[src/hw/rtl/assert_macros.svh]
// Assertion macros shared by the RTL modules
`ifndef ASSERT_MACROS_SVH
`define ASSERT_MACROS_SVH

// same-cycle implication under reset
`define CHK_IMP(label, clk, rst_n, ante, cons, msg) \
	label: assert property (@(posedge clk) disable iff (!rst_n) (ante) |-> (cons)) \
		else $error(msg);

// next-cycle implication under reset
`define CHK_NXT(label, clk, rst_n, ante, cons, msg) \
	label: assert property (@(posedge clk) disable iff (!rst_n) (ante) |=> (cons)) \
		else $error(msg);

`endif

[src/hw/rtl/xdc_pkg.sv]
// Types and constants of the distance constraint unit
package xdc_pkg;

	typedef enum logic [1:0] {
		ACT_WRITE = 2'd0,
		ACT_READ  = 2'd1,
		ACT_SOLVE = 2'd2
	} action_t;

	typedef enum logic [1:0] {
		UOP_MUL  = 2'd0,
		UOP_DIV  = 2'd1,
		UOP_SQRT = 2'd2
	} uop_t;

	typedef struct packed {
		logic start;
		uop_t op;
	} unit_req_t;

	typedef enum logic [4:0] {
		ST_IDLE,
		ST_IDX,
		ST_DISPATCH,
		ST_WR,
		ST_RD_A,
		ST_RD_CAP,
		ST_RD_B,
		ST_CAP_B,
		ST_DIFF,
		ST_MUL_DX,
		ST_MUL_DY,
		ST_SQRT,
		ST_LEN_CHK,
		ST_DIV_X,
		ST_DIV_Y,
		ST_MUL_ALPHA,
		ST_DENOM,
		ST_MUL_LAM,
		ST_NUM_MAG,
		ST_DIV_DL,
		ST_LAM,
		ST_MUL_P1,
		ST_MUL_P2,
		ST_MUL_TX1,
		ST_MUL_TY1,
		ST_MUL_TX2,
		ST_MUL_TY2,
		ST_WR_B,
		ST_WR_A,
		ST_OUT
	} state_t;

	localparam int unsigned INDEX_BITS = 10;
	localparam logic [31:0] INV_DT_RESET = 32'h0001_0000;

	localparam int unsigned OPA_W = 65;
	localparam int unsigned OPB_W = 34;
	localparam int unsigned RES_W = 80;

	localparam logic [6:0] MUL_LAST  = 7'd31;
	localparam logic [6:0] DIV_LAST  = 7'd63;
	localparam logic [6:0] SQRT_LAST = 7'd32;

endpackage

[src/hw/rtl/xdc_serial_unit.sv]
// Bit-serial multiplier, restoring divider and square root sharing one sequencer
`include "assert_macros.svh"

module xdc_serial_unit (
	input  logic                          clk,
	input  logic                          arst_n,
	input  xdc_pkg::unit_req_t            req,
	input  logic [xdc_pkg::OPA_W-1:0]     opa,
	input  logic [xdc_pkg::OPB_W-1:0]     opb,
	output logic                          done,
	output logic [xdc_pkg::RES_W-1:0]     result
);

	logic          busy_q;
	logic          done_q;
	logic [6:0]    cnt_q;
	xdc_pkg::uop_t op_q;

	logic [79:0] prod_q;
	logic [47:0] mcand_q;
	logic [63:0] quot_q;
	logic [33:0] rem_q;
	logic [33:0] dsr_q;
	logic [65:0] rad_q;
	logic [36:0] srem_q;
	logic [32:0] root_q;

	logic [48:0] mul_sum;
	logic [34:0] div_r;
	logic        div_ge;
	logic [34:0] div_diff;
	logic [36:0] sq_t;
	logic [36:0] sq_trial;
	logic        sq_ge;
	logic [36:0] sq_diff;

	always_comb begin
		mul_sum  = {1'b0, prod_q[79:32]} + (prod_q[0] ? {1'b0, mcand_q} : 49'd0);
		div_r    = {rem_q, quot_q[63]};
		div_ge   = (div_r >= {1'b0, dsr_q});
		div_diff = div_r - {1'b0, dsr_q};
		sq_t     = {srem_q[34:0], rad_q[65:64]};
		sq_trial = {2'b00, root_q, 2'b01};
		sq_ge    = (sq_t >= sq_trial);
		sq_diff  = sq_t - sq_trial;
	end

	always_ff @(posedge clk or negedge arst_n) begin
		if (!arst_n) begin
			busy_q <= 1'b0;
			done_q <= 1'b0;
			cnt_q  <= '0;
			op_q   <= xdc_pkg::UOP_MUL;
		end else if (req.start) begin
			busy_q <= 1'b1;
			done_q <= 1'b0;
			op_q   <= req.op;
			case (req.op)
				xdc_pkg::UOP_DIV:  cnt_q <= xdc_pkg::DIV_LAST;
				xdc_pkg::UOP_SQRT: cnt_q <= xdc_pkg::SQRT_LAST;
				default:           cnt_q <= xdc_pkg::MUL_LAST;
			endcase
		end else if (busy_q) begin
			if (cnt_q == '0) begin
				busy_q <= 1'b0;
				done_q <= 1'b1;
			end else begin
				cnt_q <= cnt_q - 7'd1;
			end
		end else begin
			done_q <= 1'b0;
		end
	end

	always_ff @(posedge clk) begin
		if (req.start) begin
			prod_q  <= {48'd0, opb[31:0]};
			mcand_q <= opa[47:0];
			quot_q  <= opa[63:0];
			rem_q   <= '0;
			dsr_q   <= opb;
			rad_q   <= {1'b0, opa};
			srem_q  <= '0;
			root_q  <= '0;
		end else if (busy_q) begin
			case (op_q)
				xdc_pkg::UOP_MUL: begin
					prod_q <= {mul_sum, prod_q[31:1]};
				end
				xdc_pkg::UOP_DIV: begin
					rem_q  <= div_ge ? div_diff[33:0] : div_r[33:0];
					quot_q <= {quot_q[62:0], div_ge};
				end
				xdc_pkg::UOP_SQRT: begin
					srem_q <= sq_ge ? sq_diff : sq_t;
					root_q <= {root_q[31:0], sq_ge};
					rad_q  <= {rad_q[63:0], 2'b00};
				end
				default: begin
					prod_q <= prod_q;
				end
			endcase
		end
	end

	always_comb begin
		case (op_q)
			xdc_pkg::UOP_DIV:  result = {16'd0, quot_q};
			xdc_pkg::UOP_SQRT: result = {47'd0, root_q};
			default:           result = prod_q;
		endcase
	end

	assign done = done_q;

	`CHK_NXT(a_start_busy, clk, arst_n, req.start, busy_q, "unit not busy after start")
	`CHK_IMP(a_done_idle, clk, arst_n, done_q, !busy_q, "unit done while busy")
	`CHK_NXT(a_done_pulse, clk, arst_n, done_q, !done_q, "unit done longer than one cycle")

endmodule

[config.mk]
export PLATFORM = sky130hd
export DESIGN_NAME = xdc_serial_unit
export DESIGN_NICKNAME = d
export VERILOG_FILES = /design/src/hw/rtl/xdc_pkg.sv /design/src/hw/rtl/xdc_serial_unit.sv
export VERILOG_INCLUDE_DIRS = /design/src /design/src/hw/rtl
export SDC_FILE = /design/constraint.sdc
export NUM_CORES = 1
export LEC_CHECK = 0
export BUFFER_PORTS_ARGS = -buffer_cell sky130_fd_sc_hd__buf_2
export CAP_MARGIN = 15
export CORE_MARGIN = 10
export CORE_UTILIZATION = 45
export DETAILED_ROUTE_END_ITERATION = 10
export PLACE_DENSITY = 0.62
export SYNTH_ARGS = -nofsm -noshare
export SYNTH_HDL_FRONTEND = slang
export SYNTH_SLANG_ARGS = --single-unit
export TNS_END_PERCENT = 20
[constraint.sdc]
create_clock -name clk -period 4.3 [get_ports clk]
set_input_delay 1.075 -clock clk [delete_from_list [all_inputs] [get_ports clk]]
set_output_delay 1.075 -clock clk [all_outputs]
set_load 0.05 [all_outputs]
Word-level counts from Yosys, hierarchy flattened
Cells that the tools add are included.
{"block": "word_totals", "out_inout_bits": 81, "inputBits": 104, "reg_bits": 405}
{"block": "op_classes", "muxes": 23, "eq_ne": 6, "n_reduce_logical": 13, "n_addsub": 4, "order_cmp": 2}
{"cell": "65-bit two-way mux", "count": 3}
{"cell": "64-bit two-way mux", "count": 3}
{"cell": "80-bit case mux with 2 select lines", "count": 1}
{"cell": "32-bit two-way mux", "count": 3}
{"cell": "48-bit by 48-bit adder with 49-bit output", "count": 1}
{"cell": "48-bit two-way mux", "count": 1}
{"cell": "37-bit by 35-bit greater-or-equal comparator with 1-bit output", "count": 1}
{"cell": "35-bit by 34-bit greater-or-equal comparator with 1-bit output", "count": 1}
{"cell": "35-bit two-way mux", "count": 1}
{"cell": "35-bit subtractor", "count": 1}
{"cell": "34-bit two-way mux", "count": 1}
{"cell": "34-bit subtractor", "count": 1}
{"cell": "7-bit two-way mux", "count": 3}
{"cell": "2-bit AND reduction", "count": 7}
{"cell": "6-bit case mux with 2 select lines", "count": 1}
{"cell": "2-bit nonzero test", "count": 4}
{"cell": "7-bit logical NOT", "count": 1}
{"cell": "7-bit by 1-bit subtractor with 7-bit output, second input constant", "count": 1}
{"cell": "1-bit two-way mux", "count": 6}
{"cell": "2-bit by 1-bit == test with 1-bit output, second input constant", "count": 2}
{"cell": "2-bit == test, second input constant", "count": 2}
{"cell": "3-bit by 2-bit inequality test with 1-bit output, second input constant", "count": 1}
{"cell": "2-bit logical NOT", "count": 1}
{"cell": "2-bit inequality test, second input constant", "count": 1}

Logic depth before layout (Yosys ltp)
Gate-level depths: netlist (run 1).
{"block": "depth", "depth_word": 5, "ltp_mapped": 14, "mapped_depth_nobuf": 13}

Least setup slack after synthesis (run 1)
No wires, ideal clock.
{"block": "synth_timing", "path_type": "input to register", "from": "input req[2] in the netlist's numbering", "to": "register rad_q[0] (enable)", "setup_time_ps": 455, "arrival_time_ps": 3623, "setup_slack_ps": 222, "path_stages": 4, "required_ps": 3845, "cell_sequence": "clkbuf_1 > a21oi_1 > clkinv_1 > clkbuf_1"}
{"block": "synth_via", "elab_chain_len": 2, "elab_cells_between_ends": 3, "cone_classes": "3 x reduce/logical"}
{"element": "from (decl)", "line_no": "xdc_serial_unit.sv:7", "source": "input xdc_pkg::unit_req_t req,"}
{"element": "2-bit nonzero test (no source line)"}
{"element": "2-bit AND reduction (no source line) *"}
{"element": "to (signal assigned)", "line_no": "xdc_serial_unit.sv:82", "source": "rad_q <= {1'b0, opa};"}
{"element": "to (signal assigned)", "line_no": "xdc_serial_unit.sv:97", "source": "rad_q <= {rad_q[63:0], 2'b00};"}
{"element": "to (decl)", "line_no": "xdc_serial_unit.sv:24", "source": "logic [65:0] rad_q;"}
Mark *: on every way between the ends. The rest lies on a longest branch, timed or not.
A chain may end at the register's enable or synchronous reset.

Final worst setup path (run 1)
{"block": "layout_timing", "from": "register op_q[1]", "to": "output result[0] in the netlist's numbering"}
{"block": "layout_via", "elab_chain_len": 2, "elab_cells_between_ends": 3, "cone_classes": "2 x eq/ne; 1 x mux"}
{"element": "from (decl)", "line_no": "xdc_serial_unit.sv:17", "source": "xdc_pkg::uop_t op_q;"}
{"element": "from (signal assigned)", "line_no": "xdc_serial_unit.sv:53", "source": "op_q <= xdc_pkg::UOP_MUL;"}
{"element": "from (signal assigned)", "line_no": "xdc_serial_unit.sv:57", "source": "op_q <= req.op;"}
{"element": "2-bit == test / 2-bit by 1-bit == test with 1-bit output (equally long branches)", "line_no": "xdc_serial_unit.sv:107", "source": "case (op_q)"}
{"element": "80-bit case mux with 2 select lines *", "line_no": "xdc_serial_unit.sv:107"}
{"element": "to (decl)", "line_no": "xdc_serial_unit.sv:11", "source": "output logic [xdc_pkg::RES_W-1:0] result"}
Marked as above.

==> reports/metrics.csv, run 1 <==
metric;value;unit
status;complete, no violations;
worstPathRequired;3.22;ns
fin_cells;3394;
setup_viol;0;
place_ws;0.5687;ns
fmax;0.2541;GHz
final_layout_size_suffix_gt1_share;12.79;%
cts_setup_buffers;0;
rsz0062_at_grt;false;
hold_viol;0;
wl_met3;4.744;mm
wl_met2;29.61;mm
synth_cells;2540;
wl_met1;31.42;mm
syn-cell-area;23290;um^2
synthArstFlopShare;2.716;%
cp_max_fo;56;
crit_type;reg -> out;
synth_fp_nets;2769;
ioPinCount;185;
vias;18990;
yosysTopAreaCellShare;31.33;%
drc;0;
vdd_drop_max;0.4451;mV
drv_cap;0;
period_share;91.51;%
cts.sinks;405;
ys_ff_latch;405;
grt_first_pass_wirelength;103.5;mm
vias_per_cell;5.594;
p_per_area;500.3;nW/um^2
path_clk_slew;0.06;ns
critPathLaunchType;flop;
gp_congestion;0.9457;
grt_max_degree;229;
yosys.area.top_type;edfxtp_1;
insertion_delay;0.60;ns
cp.arrival;2.86;ns
syn_to_final_growth;13.09;%
worstMarginPinSlew;1.002;ns
synth-main-ff-cell;edfxtp_1;
synth_area_leaders;edfxtp_1, dfxtp_1, ha_1, o21ai_0, nand2_1;
worst_setup_path_end_kind;output pin;
cts_tree;yes;
power.total;13.18;mW
synth.distinct_cells;82;
drtIter0Drc;1673;
core-area;51300;um^2
die_y;247.5;um
dieArea;61250;um^2
ys_warn_count;0;
setup_tns;0;ns
start_util;45.39;%
dr.pass1.iters;7;
numPortBuffers;184;
seq_area_frac_synth;45.50;%
grt.total_usage;21.43;%
cts_resized;0;
grt_overflow;0;
grt_pass1_vias;18130;
slew_violations;0;
layout_min_cycle_time;3.935;ns
finalClockSkew;0.01935;ns
antenna_found_initial;2;
antenna_left;0;
dp_cells;3307;
wirelength;67.68;mm
h-tree-depth;2;
floorplan.rows;83;
power.leakage;11.22;nW
die_w;247.5;um
cts_buffers;46;
nNetsFinal;2904;
layout_setup_ws;0.3649;ns
cts.hold.buffers_added;0;
clock_path_buffers;3;
synth_edf_count;243;
hp-class;in -> async;
maxSlewHeadroom;33.18;%
routed.top_layer;met5;
dp_hpwl;50.43;mm
synth_area_per_cell;9.168;um^2
cts-root-buf;clkbuf_16;
drt-wirelength-per-cell;19.94;um
==> cell usage after synthesis, drive strengths merged (32+ instances only) <==
master and instances:
dfxtp 151, clkbuf 92, nand3 44, ha 123, and2 76, inv 266
xor2 37, buf 32, a22oi 34, mux2i 51, mux2 38, a21oi 176
nor2 128, nand2 279, a21o 61, o22ai 38, o21ai 289, edfxtp 243
xnor2 54
==> power by group <==
group,switching (mW),internal [mW]
sequential,0.220,4.53
clock,1.67,2.37
combinational,2.73,1.65
==> cell families (layout without fill, tap and decap cells) <==
kind of cell | after synthesis | after routing | synth area share (%)
AO/OA/AOI/OAI | 764 | 764 | 19.92
flip-flops | 405 | 405 | 45.50
other | 0 | 1 | 0
AND/OR/NAND/NOR | 675 | 675 | 13.65
multiplexers | 89 | 89 | 4.030
adder cells (fa/ha/maj) | 125 | 125 | 6.781
XOR/XNOR | 91 | 91 | 3.423
buffers and inverters | 391 | 564 | 6.700
==> worst paths after layout <==
| check | startpoint | endpoint | slack [ns] | cells past startpoint |
|---|---|---|---|---|
| setup / recovery | op_q[1] | result[0] | 0.36 | 6 |
| max in group asynchronous | arst_n | cnt_q[3] | 3.73 | 1 |
| min in group clk | rem_q[13] | rem_q[13] | 0.47 | 2 |
| setup reg to reg | prod_q[0] | prod_q[75] | 0.47 | 12 |
| hold reg to reg | rem_q[13] | rem_q[13] | 0.47 | 2 |
| hold / removal | arst_n | op_q[1] | 0.36 | 1 |
==> critical path: stages, from the launching register on <==
cell,delay (ns)
dfrtp_1,0.36
inv_1,0.09
ha_4,0.47
buf_4,0.52
nor2_1,0.11
a21oi_1,0.36
buf_2,0.35
==> layout make-up <==
cell class / count / area [um^2]
Antenna cell: 1 / 2.502
Sequential cell: 405 / 10600
Multi-Input combinational cell: 1744 / 11160
Tap cell: 680 / 850.8
Fill cell: 4857 / 24970
Inverter: 267 / 1003
Timing Repair Buffer: 211 / 1186
Clock buffer: 65 / 1305
Clock inverter: 21 / 234.0
==> registers in the layout (all words and copies together) (netlist names), 7 cells and up <==
name / count
mcand_q: 48
quot_q: 64
rem_q: 34
prod_q: 80
root_q: 33
dsr_q: 34
srem_q: 35
rad_q: 66
cnt_q: 7
==> cell usage in the layout (no fill, tap or decap), types with 26 or more instances in the layout <==
master,instances
nor2b_1,26
o21ai_0,265
nor3_1,27
nand3_1,43
buf_2,182
a22oi_1,33
mux2_2,38
a21oi_1,172
nand2_1,279
and2_1,75
inv_1,265
o22ai_1,38
xor2_1,37
dfxtp_1,151
nand4_1,31
clkbuf_16,48
a21o_1,61
xnor2_1,54
ha_1,122
edfxtp_1,243
nor2_1,126
mux2i_1,51
==> per-layer routing <==
layer	up-vias	track usage (%)
met2	574	32.46
met4	2	7.119
met1	9012	30.59
met5	-	0
li1	9297	-
met3	100	3.558
==> through the flow <==
stage	utilization (%)	hold WS, ns	cell area, um^2
finish	51.34	0.3580	26340
floorplan	-	0.4178	23290
detailed placement	48.33	0.4605	24800
CTS	51.33	0.3420	26330
global placement	48.33	0.4366	24800
global route	51.33	0.3563	26330
No activity file was read; power rests on OpenSTA's default activity.
==> run 2, diff against run 1 <==
CTS_BUF_LIST = sky130_fd_sc_hd__clkbuf_4 sky130_fd_sc_hd__clkbuf_8 sky130_fd_sc_hd__clkbuf_16   (was not set)
==> run 2 against run 1 <==
Effect of this change: sequential cell count did not move; clock skew up 0.0033 ns; global-route usage barely moved; cell area increased by 0.19%; largest cell class unchanged; clock-buffer cell count unchanged; cell count is the same; clock power increased by 2%; largest power group unchanged.
==> reports/metrics.csv, run 2 (synthesis gave the netlist of run 1 again) <==
metric;value;unit
nNetsFinal;2904;
crit_type;reg -> out;
nFillCells;4858;
place_ws;0.5687;ns
layout_min_cycle_time;3.928;ns
maxSlewHeadroom;31.25;%
final_layout_size_suffix_gt1_share;13.27;%
drtIter0Drc;1582;
ioPinCount;185;
power.total;13.25;mW
cts.sinks;405;
combPwrFrac;33.0;%
dp_hpwl;50.43;mm
wirelength;67.55;mm
vias;18920;
layout_common_cells;nand2_1, inv_1, o21ai_0;
hold_viol;0;
cp_max_fo;56;
antenna_found_initial;2;
vias_per_cell;5.574;
power.leakage;11.26;nW
p_switching;4.610;mW
fmax;0.2546;GHz
power_frac_clock;31.1;%
drt-wirelength-per-cell;19.90;um
largestRegisters;prod_q: 80 flops, rad_q: 66 flops, quot_q: 64 flops;
intPower;8.639;mW
slew_violations;0;
utilization;51.43;%
rsz0062_at_grt;false;
dp_cells;3307;
top_register;prod_q;
grt_pass1_vias;18120;
numPortBuffers;184;
worstMarginPinSlew;1.031;ns
clock_path_buffers;3;
grt_first_pass_wirelength;103.5;mm
drv_cap;0;
fin_cells;3394;
insertion_delay;0.60;ns
critPathLaunchType;flop;
finalClockSkew;0.02260;ns
cts_resized;0;
status;complete, no violations;
p_per_area;502.1;nW/um^2
multi_input_comb_area;11160;um^2
die_y;247.5;um
ff_latch_area;10600;um^2
start_util;45.39;%
worstPathRequired;3.22;ns
cts.hold.buffers_added;0;
die_w;247.5;um
dr.pass1.iters;6;
h-tree-depth;2;
grt_max_degree;229;
cts_setup_buffers;0;
syn_to_final_growth;13.30;%
grt_overflow;0;
grt.total_usage;21.43;%
period_share;91.36;%
layout_setup_ws;0.3715;ns
core-area;51300;um^2
vdd_drop_max;0.4428;mV
path_clk_slew;0.05;ns
gp_congestion;0.9457;
setup_tns;0;ns
setup_viol;0;
drc;0;
largest_reg_flops;80;
floorplan.rows;83;
hp-class;in -> async;
swShare;34.80;%
cts_buffers;46;
cp.arrival;2.85;ns
dieArea;61250;um^2
layout_commonest_cell;nand2_1;
power.share.sequential;35.9;%
worst_setup_path_end_kind;output pin;
cts-root-buf;clkbuf_16;
antenna_left;0;
cts_tree;yes;
run 2: worst max-delay path, cell delays in order (launching register included):
cell	delay (ns)
dfrtp_1	0.36
inv_1	0.09
ha_4	0.46
buf_4	0.52
nor2_1	0.11
a21oi_1	0.36
buf_2	0.35
run 2: final cells by class:
class	instances	area share, %
multi-input combinational	1744	42.29
sequential	405	40.16
clock buffer	65	5.131
timing repair buffer	211	4.495
inverter	267	3.803
tap	680	3.225
clock inverter	21	0.8868
antenna	1	0.009484
run 2: path summary, 6_finish.rpt:
check                      startpoint         end  slack [ns]  cells after the start
setup reg to reg            prod_q[0]  prod_q[75]        0.48                     12
max in group asynchronous      arst_n    cnt_q[3]        3.72                      1
hold reg to reg             rem_q[13]   rem_q[13]        0.47                      2
min in group clk            rem_q[13]   rem_q[13]        0.47                      2
setup / recovery              op_q[1]   result[0]        0.37                      6
hold / removal                 arst_n        done        0.36                      1
run 2: power groups by stage:
stage	sequential, mW	clock, mW	combinational, mW
floorplan	4.74	0	3.27
global placement	4.82	0	4.33
detailed placement	4.83	0	4.36
CTS	4.75	4.20	4.39
global route	4.79	4.36	4.80
finish	4.75	4.12	4.38
run 2: per-stage QoR:
step | area [um^2] | hold WS, ns
5_1_grt | 26380 | 0.3535
2_1_floorplan | 23290 | 0.4178
4_1_cts | 26380 | 0.3406
6_report | 26390 | 0.3616
3_5_place_dp | 24800 | 0.4605
3_3_place_gp | 24800 | 0.4366
run 2: routing by layer:
layer  up-vias  track usage [%]  routed length, um
li1       9290                -                  -
met1      8976            30.53              31390
met2       545            32.47              29650
met3       105            3.644               4603
met4         2            7.136               1902
met5         -                0                 12
